<file path="src/hw/rtl/ctsp_pkg.sv">
package ctsp_pkg;

    // Tag geometry: opening brace, six hex digits, closing brace
    localparam int TAG_LEN   = 8;
    localparam int WIN_DEPTH = TAG_LEN - 1;

    // Default depth of the queue between front and back
    localparam int QUEUE_DEPTH_DEF = 4;

    localparam logic [7:0] OPEN_BRACE  = 8'h7B;
    localparam logic [7:0] CLOSE_BRACE = 8'h7D;
    localparam logic [7:0] DIGIT_LO    = 8'h30;
    localparam logic [7:0] DIGIT_HI    = 8'h39;
    localparam logic [7:0] LOWER_LO    = 8'h61;
    localparam logic [7:0] LOWER_HI    = 8'h66;
    localparam logic [7:0] UPPER_LO    = 8'h41;
    localparam logic [7:0] UPPER_HI    = 8'h46;

    typedef logic [TAG_LEN-1:0][7:0] win_t;

    // One queue entry: bytes to emit from the start of the window,
    // and whether the string closes with this entry
    typedef struct packed {
        win_t       bytes;
        logic [3:0] len;
        logic       last;
    } entry_t;

    function automatic logic is_hex(input logic [7:0] c);
        logic r;
        r = ((c >= DIGIT_LO) && (c <= DIGIT_HI)) ||
            ((c >= LOWER_LO) && (c <= LOWER_HI)) ||
            ((c >= UPPER_LO) && (c <= UPPER_HI));
        return r;
    endfunction

    function automatic logic is_tag(input win_t w);
        logic r;
        r = (w[0] == OPEN_BRACE) && (w[TAG_LEN-1] == CLOSE_BRACE);
        for (int i = 1; i < TAG_LEN - 1; i++)
        begin
            r = r && is_hex(w[i]);
        end
        return r;
    endfunction

endpackage

</file>
<file path="src/hw/rtl/color_tag_stripper_core.sv">
// A result passes through a queue entry and then the output register before it is offered.
// Throughput: one byte accepted per cycle while the queue is not full; one result delivered per cycle while popped.
// A final byte releases up to eight results, which drain from the queue one
// per cycle while popped; the front keeps accepting until the queue fills.
// Reset (rst_n low, asynchronous) empties the window, queue and output
// register; window and queue data are not cleared.
module color_tag_stripper_core #(
    parameter int QUEUE_DEPTH = ctsp_pkg::QUEUE_DEPTH_DEF
) (
    input  logic       clk,
    input  logic       rst_n,
    input  logic       push,
    output logic       full,
    input  logic [7:0] char_in,
    input  logic       end_of_text,
    output logic       empty,
    input  logic       pop,
    output logic [7:0] char_out,
    output logic       has_char,
    output logic       end_of_output
);

    ctsp_pkg::entry_t wr_data;
    ctsp_pkg::entry_t rd_data;
    logic             q_wr;
    logic             q_full;
    logic             q_rd;
    logic             q_empty;

    ctsp_front u_front (
        .clk         (clk),
        .rst_n       (rst_n),
        .push        (push),
        .full        (full),
        .char_in     (char_in),
        .end_of_text (end_of_text),
        .q_full      (q_full),
        .q_wr        (q_wr),
        .q_data      (wr_data)
    );

    ctsp_queue #(
        .DEPTH (QUEUE_DEPTH)
    ) u_queue (
        .clk     (clk),
        .rst_n   (rst_n),
        .wr      (q_wr),
        .wr_data (wr_data),
        .q_full  (q_full),
        .rd      (q_rd),
        .rd_data (rd_data),
        .q_empty (q_empty)
    );

    ctsp_back u_back (
        .clk           (clk),
        .rst_n         (rst_n),
        .q_data        (rd_data),
        .q_empty       (q_empty),
        .q_rd          (q_rd),
        .empty         (empty),
        .pop           (pop),
        .char_out      (char_out),
        .has_char      (has_char),
        .end_of_output (end_of_output)
    );

endmodule

</file>
<file path="src/hw/rtl/ctsp_front.sv">
module ctsp_front (
    input  logic              clk,
    input  logic              rst_n,
    input  logic              push,
    output logic              full,
    input  logic [7:0]        char_in,
    input  logic              end_of_text,
    input  logic              q_full,
    output logic              q_wr,
    output ctsp_pkg::entry_t  q_data
);

    logic [7:0] pending_reg  [ctsp_pkg::WIN_DEPTH];
    logic [7:0] pending_next [ctsp_pkg::WIN_DEPTH];
    logic [2:0] count_reg;
    logic [2:0] count_next;

    ctsp_pkg::win_t win;
    logic           accept;
    logic           win_full;
    logic           tag_hit;
    logic [3:0]     len;

    assign full   = q_full;
    assign accept = push && !q_full;

    // Window: pending bytes with the new byte appended
    always_comb
    begin
        for (int i = 0; i < ctsp_pkg::TAG_LEN; i++)
        begin
            if (i < ctsp_pkg::WIN_DEPTH && i < int'(count_reg))
            begin
                win[i] = pending_reg[i];
            end
            else if (i == int'(count_reg))
            begin
                win[i] = char_in;
            end
            else
            begin
                win[i] = 8'h00;
            end
        end
    end

    assign win_full = (count_reg == 3'(ctsp_pkg::WIN_DEPTH));
    assign tag_hit  = win_full && ctsp_pkg::is_tag(win);

    // Classify: how many bytes from the window head go out
    always_comb
    begin
        if (end_of_text)
        begin
            if (win_full)
            begin
                len = tag_hit ? 4'd0 : 4'(ctsp_pkg::TAG_LEN);
            end
            else
            begin
                len = {1'b0, count_reg} + 4'd1;
            end
        end
        else
        begin
            len = (win_full && !tag_hit) ? 4'd1 : 4'd0;
        end
    end

    assign q_data.bytes = win;
    assign q_data.len   = len;
    assign q_data.last  = end_of_text;
    assign q_wr         = accept && ((len != 4'd0) || end_of_text);

    // Window update
    always_comb
    begin
        pending_next = pending_reg;
        count_next   = count_reg;
        if (accept)
        begin
            if (end_of_text)
            begin
                count_next = '0;
            end
            else if (!win_full)
            begin
                pending_next[count_reg] = char_in;
                count_next              = count_reg + 3'd1;
            end
            else if (tag_hit)
            begin
                count_next = '0;
            end
            else
            begin
                for (int i = 0; i < ctsp_pkg::WIN_DEPTH; i++)
                begin
                    pending_next[i] = win[i+1];
                end
            end
        end
    end

    always_ff @(posedge clk)
    begin
        pending_reg <= pending_next;
    end

    always_ff @(posedge clk or negedge rst_n)
    begin
        if (!rst_n)
        begin
            count_reg <= '0;
        end
        else
        begin
            count_reg <= count_next;
        end
    end

`ifndef SYNTH
    a_final_clears: assert property (@(posedge clk) disable iff (!rst_n)
        (push && !full && end_of_text) |=> (count_reg == '0))
        else $error("window not cleared after final byte");
    a_tag_clears: assert property (@(posedge clk) disable iff (!rst_n)
        (accept && tag_hit) |=> (count_reg == '0))
        else $error("window not cleared after tag removal");
`endif

endmodule

</file>
<file path="src/hw/rtl/ctsp_queue.sv">
module ctsp_queue #(
    parameter int DEPTH = ctsp_pkg::QUEUE_DEPTH_DEF
) (
    input  logic              clk,
    input  logic              rst_n,
    input  logic              wr,
    input  ctsp_pkg::entry_t  wr_data,
    output logic              q_full,
    input  logic              rd,
    output ctsp_pkg::entry_t  rd_data,
    output logic              q_empty
);

    localparam int PTR_W = $clog2(DEPTH);
    localparam int CNT_W = $clog2(DEPTH + 1);

    ctsp_pkg::entry_t mem_reg [DEPTH];
    logic [PTR_W-1:0] wr_ptr_reg;
    logic [PTR_W-1:0] rd_ptr_reg;
    logic [CNT_W-1:0] cnt_reg;
    logic             do_wr;
    logic             do_rd;

    assign q_full  = (cnt_reg == CNT_W'(DEPTH));
    assign q_empty = (cnt_reg == '0);
    assign do_wr   = wr && !q_full;
    assign do_rd   = rd && !q_empty;
    assign rd_data = mem_reg[rd_ptr_reg];

    // Storage
    always_ff @(posedge clk)
    begin
        if (do_wr)
        begin
            mem_reg[wr_ptr_reg] <= wr_data;
        end
    end

    // Pointers and fill count
    always_ff @(posedge clk or negedge rst_n)
    begin
        if (!rst_n)
        begin
            wr_ptr_reg <= '0;
            rd_ptr_reg <= '0;
            cnt_reg    <= '0;
        end
        else
        begin
            if (do_wr)
            begin
                wr_ptr_reg <= (wr_ptr_reg == PTR_W'(DEPTH - 1)) ? '0 : wr_ptr_reg + PTR_W'(1);
            end
            if (do_rd)
            begin
                rd_ptr_reg <= (rd_ptr_reg == PTR_W'(DEPTH - 1)) ? '0 : rd_ptr_reg + PTR_W'(1);
            end
            if (do_wr && !do_rd)
            begin
                cnt_reg <= cnt_reg + CNT_W'(1);
            end
            else if (do_rd && !do_wr)
            begin
                cnt_reg <= cnt_reg - CNT_W'(1);
            end
        end
    end

`ifndef SYNTH
    a_no_overflow: assert property (@(posedge clk) disable iff (!rst_n)
        !(wr && q_full))
        else $error("write into full queue");
    a_cnt_bound: assert property (@(posedge clk) disable iff (!rst_n)
        cnt_reg <= CNT_W'(DEPTH))
        else $error("queue fill count out of range");
`endif

endmodule

</file>
<file path="src/hw/rtl/ctsp_back.sv">
module ctsp_back (
    input  logic              clk,
    input  logic              rst_n,
    input  ctsp_pkg::entry_t  q_data,
    input  logic              q_empty,
    output logic              q_rd,
    output logic              empty,
    input  logic              pop,
    output logic [7:0]        char_out,
    output logic              has_char,
    output logic              end_of_output
);

    logic [2:0] pos_reg;
    logic       valid_reg;
    logic [7:0] char_reg;
    logic       has_reg;
    logic       end_reg;

    logic       load;
    logic       entry_done;
    logic       has_byte;

    // Walk the head entry one byte per result
    assign has_byte   = (q_data.len != 4'd0);
    assign entry_done = !has_byte || ({1'b0, pos_reg} == (q_data.len - 4'd1));
    assign load       = !q_empty && (!valid_reg || pop);
    assign q_rd       = load && entry_done;

    assign empty         = !valid_reg;
    assign char_out      = char_reg;
    assign has_char      = has_reg;
    assign end_of_output = end_reg;

    // Output register payload
    always_ff @(posedge clk)
    begin
        if (load)
        begin
            char_reg <= has_byte ? q_data.bytes[pos_reg] : 8'h00;
            has_reg  <= has_byte;
            end_reg  <= q_data.last && entry_done;
        end
    end

    always_ff @(posedge clk or negedge rst_n)
    begin
        if (!rst_n)
        begin
            pos_reg   <= '0;
            valid_reg <= 1'b0;
        end
        else
        begin
            if (load)
            begin
                valid_reg <= 1'b1;
                pos_reg   <= entry_done ? '0 : pos_reg + 3'd1;
            end
            else if (pop)
            begin
                valid_reg <= 1'b0;
            end
        end
    end

`ifndef SYNTH
    a_marker_form: assert property (@(posedge clk) disable iff (!rst_n)
        (!empty && !has_char) |-> (end_of_output && (char_out == 8'h00)))
        else $error("marker-only result malformed");
`endif

endmodule

</file>
<file path="config.mk">
export PLATFORM = sky130hd
export DESIGN_NAME = color_tag_stripper_core
export DESIGN_NICKNAME = d
export VERILOG_FILES = /design/src/hw/rtl/ctsp_pkg.sv /design/src/hw/rtl/color_tag_stripper_core.sv /design/src/hw/rtl/ctsp_front.sv /design/src/hw/rtl/ctsp_queue.sv /design/src/hw/rtl/ctsp_back.sv
export SDC_FILE = /design/constraint.sdc
export NUM_CORES = 1
export LEC_CHECK = 0
export BUFFER_PORTS_ARGS = -buffer_cell sky130_fd_sc_hd__buf_2
export CELL_PAD_IN_SITES_DETAIL_PLACEMENT = 1
export CELL_PAD_IN_SITES_GLOBAL_PLACEMENT = 1
export CORE_MARGIN = 2
export CORE_UTILIZATION = 58
export DETAILED_ROUTE_END_ITERATION = 7
export GPL_TIMING_DRIVEN = 0
export PLACE_DENSITY_LB_ADDON = 0.3
export SYNTH_ARGS = -nofsm -noshare
export SYNTH_HDL_FRONTEND = slang
export SYNTH_HIERARCHICAL = 1
export SYNTH_SLANG_ARGS = --single-unit
</file>
<file path="constraint.sdc">
create_clock -name clk -period 10.3 [get_ports clk]
set_input_delay 1.545 -clock clk [delete_from_list [all_inputs] [get_ports clk]]
set_output_delay 1.545 -clock clk [all_outputs]
set_load 0.01 [all_outputs]
</file>
Word-level counts from Yosys, hierarchy flattened:

Memories as Yosys holds them, arrays and structs flattened.
Index checks and enable logic that the tools add are counted.

* memories: 1
* bits in writable memories: 276
* bits of input ports: 13
* register bits: 80
* logic and storage cells: 194

Memory list
* u_queue.mem_reg: words 4, width 69, rd ports 1, clocked after memory_dff 0, write ports 1, RTL line ctsp_queue.sv:17 `ctsp_pkg::entry_t mem_reg [DEPTH];`

* mux-type cells: 38
* add/subtract/negate cells: 8
* bitwise logic cells: 2
* order comparisons: 46
* reductions and logical operators: 67
* equal/unequal tests: 16

Operators by type and width (count)
* $mux W8: 17
* $mux W56: 2
* $ge A8 B7 Y1 const B: 12
* $le A8 B7 Y1 const B: 12
* $bwmux W56: 1
* $ge A8 B6 Y1 const B: 6
* $le A8 B6 Y1 const B: 6
* $logic_and A1 B1 Y1: 37
* $bmux W8 S3: 1
* $demux W8 S3: 1
* $mux W3: 6
* $eq A8 B7 Y1 const B: 2
* $logic_or A1 B1 Y1: 15
* $eq A3 B3 Y1 const A: 4
* $mux W4: 3
* $add A3 B1 Y3 const B: 3
* $lt A3 B3 Y1 const A: 3
* $reduce_bool A4 Y1: 2
* $logic_not A1 Y1: 7
* $eq A2 B3 Y1 const A: 2
* $eq A3 B3 Y1 const B: 2
* $logic_not A3 Y1: 2
* $lt A1 B3 Y1 const A: 2
* $lt A2 B3 Y1 const A: 2
* other kinds (19): 27

Logic depth before layout (Yosys ltp):

* depth after elaboration: 26
* mapped depth: 24

Modules after synthesis:

The synthesis kept the hierarchy.

By module, submodules not included
* ctsp_queue: cells an instance 398, instances 1, sequential area each 8463.1 µm², area each 10378.7 µm²
* ctsp_front: cells an instance 525, instances 1, sequential area each 1756.7 µm², area each 4594.4 µm²
* ctsp_back: cells an instance 89, instances 1, sequential area each 400.4 µm², area each 1156.1 µm²

Worst setup path before layout:

OpenSTA, ideal clock, no wires.

* kind: input to register
* start point: in char_in[2]
* end point: mem u_queue/mem_reg[0][0] (netlist name) (enable)
* buffers on the path: 3
* data required time: 9865 ps
* arrival time: 5045 ps
* stages: 11
* setup slack: 4820 ps
* setup time: 435 ps
* cells stage by stage: clkbuf_1 > clkbuf_1 > nand3_1 > a21oi_1 > a31oi_1 > o2111ai_1 > o21ai_1 > a21oi_1 > nor2b_1 > buf_2 > and2_1

RTL lines
* from (decl): RTL line color_tag_stripper_core.sv:14 `input logic [7:0] char_in,`
* to (decl): RTL line ctsp_queue.sv:17

==> impl_metrics.tcl <==
set metrics [dict create \
    clock-sinks 356 \
    dpl.cell_count 1415 \
    tightest_slew_ns 1.32 \
    synth_top_area_share_pct 63.7 \
    fill_cells 2439 \
    r2r-end "u_queue/mem_reg[3][55]" \
    crit_arrival_ns 6.78 \
    finalCritPeriodShare_pct 63.8 \
    synth_edf_count 342 \
    core_um2 27600 \
    insertion_delay_ns 0.54 \
    rsz0062_at_grt "false" \
    min_from "u_queue/cnt_reg[2]" \
    tns_ns 0 \
    drc 0 \
    synth_cell_types 78 \
    worstHoldEndpoint "u_queue/cnt_reg[2]" \
    critPathMaxStageDelay_ns 0.54 \
    fp.dieH_um 171 \
    start_kind "register" \
    synthTopCellsByCount "edfxtp_1 (342), mux4_2 (85), nand2_1 (74)" \
    ir_drop_mv 0.131 \
    crit_family "buffers and inverters" \
    synth-async-reset-ratio_pct 3.93 \
    layout-drive-gt1-share_pct 20.9 \
    yosys.area.top_type "edfxtp_1" \
    whs_path_depth 1 \
    hold_path.class "register to register" \
    fin_cells 1485 \
    cts.path.max_buffers 3 \
    final_util_pct 65.3 \
    numCtsBuffers 39 \
    critical_path_buf_inv_count 9 \
    ant_nets 0 \
    htree_levels 2 \
    cts_root_buffer "clkbuf_16" \
    fin_skew_ns 0.0137 \
    wirelength_um 48300 \
    clkTransAtPathRegs_ns 0.06 \
    clock.fmax_mhz 152 \
    cpMaxStageDelayCell "buf_1" \
    dp_hpwl_um 32100 \
    status "complete, no violations" \
    antenna_found_initial 2 \
    worstPathRequired_ns 10.51 \
    rows 61 \
    grt_pass1_wl_um 70200 \
    dr.pass1.iters 7 \
    hold_viol_final 0 \
    vias 10346 \
    r2r_start "u_front/count_reg[2]" \
    p_per_area_nw_per_um2 287 \
    grt_usage_pct 34.1 \
    drtIter0Drc 1427 \
    io_pins 25 \
    syn_to_final_growth_pct 11.5 \
    io_buffer_count 21 \
    nNetsFinal 1106 \
    gp_congestion 0.958 \
    ys_seq_area_share_pct 65.8 \
    holdBufCountCts 0 \
    slew_headroom_pct 11.5 \
    synth_area_leaders "edfxtp_1 (64%), mux4_2 (12%), a22o_1 (2.3%), dfrtp_1 (2.2%), nand2_1 (1.7%)" \
    syn_area_um2 16100 \
    p_leak_nw 6.00 \
    ys.flop_type "edfxtp_1" \
    cts_resized 0 \
    grt.overflow.total 0 \
    min_period_ns 6.57 \
    yosysWarningCount 6 \
    rr_worst_depth 19 \
    cts_tree "built" \
    netlist_instances 1012 \
    path_depth 19 \
    post_cts_buffers 0 \
    die_area_um2 29200 \
    slew_viol_final 0 \
    initial_utilization_pct 58.5 \
    ff2ff_setup_slack_ns 3.73 \
    path_class "register to register" \
    path_cells "buf_4, buf_4, inv_2, buf_2, buf_1, buf_1, ha_1, nor2b_1, clkbuf_1, a22o_1, o21ai_0, a41oi_1, a2111o_1, o21ai_1, a21oi_1, nor2b_1, buf_2, and2_4, buf_12" \
    die_w_um 171 \
    syn_nets 1040 \
    critPathCaptureType "register" \
    setup_viol_count_final 0 \
    drt-wirelength-per-cell_um 32.5 \
    largest_reg_flops 276 \
    synth.most_common_cell "edfxtp_1" \
    ys_ff_latch 356 \
    syn_avg_cell_area_um2 15.9 \
    viasPerCell 6.97 \
    grt_pass1_vias 10669 \
    crit_fanout 37 \
    max_cap_violations 0 \
    grt_max_degree 56 \
]
[how the worst max path moves through the flow]
stage | startpoint | end
2_1_floorplan | char_in[2] | u_queue/mem_reg[0][0]
3_3_place_gp | u_front/count_reg[2] | u_queue/mem_reg[0][55]
3_5_place_dp | u_front/count_reg[2] | u_queue/mem_reg[3][65]
4_1_cts | u_front/count_reg[2] | u_queue/mem_reg[3][55]
5_1_grt | u_front/count_reg[2] | u_queue/mem_reg[3][61]
6_report | u_front/count_reg[2] | u_queue/mem_reg[3][55]
[cell type report]
| type | count | area, um^2 | area share [%] |
|---|---|---|---|
| sequential | 356 | 10600 | 59.1 |
| multi-input combinational | 555 | 5030 | 28.0 |
| clock buffer | 58 | 1090 | 6.05 |
| tap | 378 | 473 | 2.63 |
| buffer | 76 | 404 | 2.25 |
| timing repair buffer | 25 | 208 | 1.15 |
| inverter | 25 | 93.8 | 0.522 |
| clock inverter | 11 | 67.6 | 0.376 |
| antenna | 1 | 2.50 | 0.0139 |
[placed cells by master, fill, tap and decap left out, drive strengths merged, types with 3 or more instances in the layout]
| master | netlist | final |
|---|---|---|
| o31ai | 6 | 6 |
| nand4bb | 7 | 7 |
| or3 | 6 | 6 |
| nand2 | 74 | 74 |
| nand4b | 3 | 3 |
| nand3b | 7 | 7 |
| o21a | 4 | 4 |
| a21o | 3 | 3 |
| edfxtp | 342 | 342 |
| nor2 | 37 | 37 |
| buf | 44 | 69 |
| nor2b | 20 | 20 |
| mux2i | 15 | 15 |
| inv | 25 | 26 |
| a21oi | 28 | 28 |
| ha | 14 | 14 |
| clkinv | 0 | 10 |
| and3 | 4 | 4 |
| a31oi | 6 | 6 |
| nor3b | 4 | 4 |
| nor3 | 17 | 17 |
| and2 | 23 | 23 |
| a211oi | 3 | 3 |
| mux4 | 85 | 85 |
| or2 | 3 | 3 |
| clkbuf | 32 | 90 |
| a22oi | 4 | 4 |
| mux2 | 9 | 9 |
| o21ai | 52 | 52 |
| nand3 | 26 | 26 |
| a22o | 42 | 42 |
| xnor2 | 5 | 5 |
| dfrtp | 14 | 14 |
| nor4 | 4 | 4 |
| nand2b | 3 | 3 |
| nand4 | 3 | 3 |
| o32ai | 3 | 3 |
[per-layer routing]
| layer | share of wire, % | wire [um] | global-route usage (%) | up-vias |
|---|---|---|---|---|
| met3 | 10 | 5040 | 8.79 | 182 |
| li1 | - | - | - | 4161 |
| met2 | 47 | 22700 | 53.9 | 706 |
| met4 | 5.0 | 2430 | 14.7 | 2 |
| met1 | 38 | 18200 | 45.3 | 5295 |
| met5 | 0.025 | 12 | 0 | - |
[power by group]
group	internal (W)	switching (W)	leakage, nW
Clock	0.000732	0.000554	0.561
Sequential	0.00190	0.0000768	3.35
Combinational	0.000707	0.00119	2.09
[logic make-up (layout without fill, tap and decap cells)]
logic type	after synthesis	after routing	share of synthesized area, %
XOR/XNOR	7	7	0.380
flip-flops	356	356	65.8
multiplexers	109	109	13.5
AO/OA/AOI/OAI	175	175	7.79
adder cells (fa/ha/maj)	15	15	1.21
other	0	1	0
buffers and inverters	101	195	3.09
AND/OR/NAND/NOR	249	249	8.22
[stage by stage]
step / cell area [um^2] / power [W] / worst slack [ns] / hold slack [ns]
floorplan: 16100 / 0.00320 / 4.82 / 0.493
CTS: 18000 / 0.00514 / 3.94 / 0.545
global route: 18000 / 0.00533 / 3.57 / 0.570
finish: 18000 / 0.00516 / 3.73 / 0.548
detailed placement: 16800 / 0.00383 / 4.10 / 0.535
global placement: 16700 / 0.00373 / 2.10 / 0.517
[worst reg2reg max path: stages (launching register included)]
cell	delay [ns]
dfrtp_1	0.40
buf_4	0.20
buf_4	0.20
inv_2	0.11
buf_2	0.28
buf_1	0.48
buf_1	0.55
ha_1	0.30
nor2b_1	0.16
clkbuf_1	0.40
a22o_1	0.49
o21ai_0	0.21
a41oi_1	0.35
a2111o_1	0.28
o21ai_1	0.21
a21oi_1	0.35
nor2b_1	0.16
buf_2	0.23
and2_4	0.54
buf_12	0.31
(Power assumes the default switching activity.)
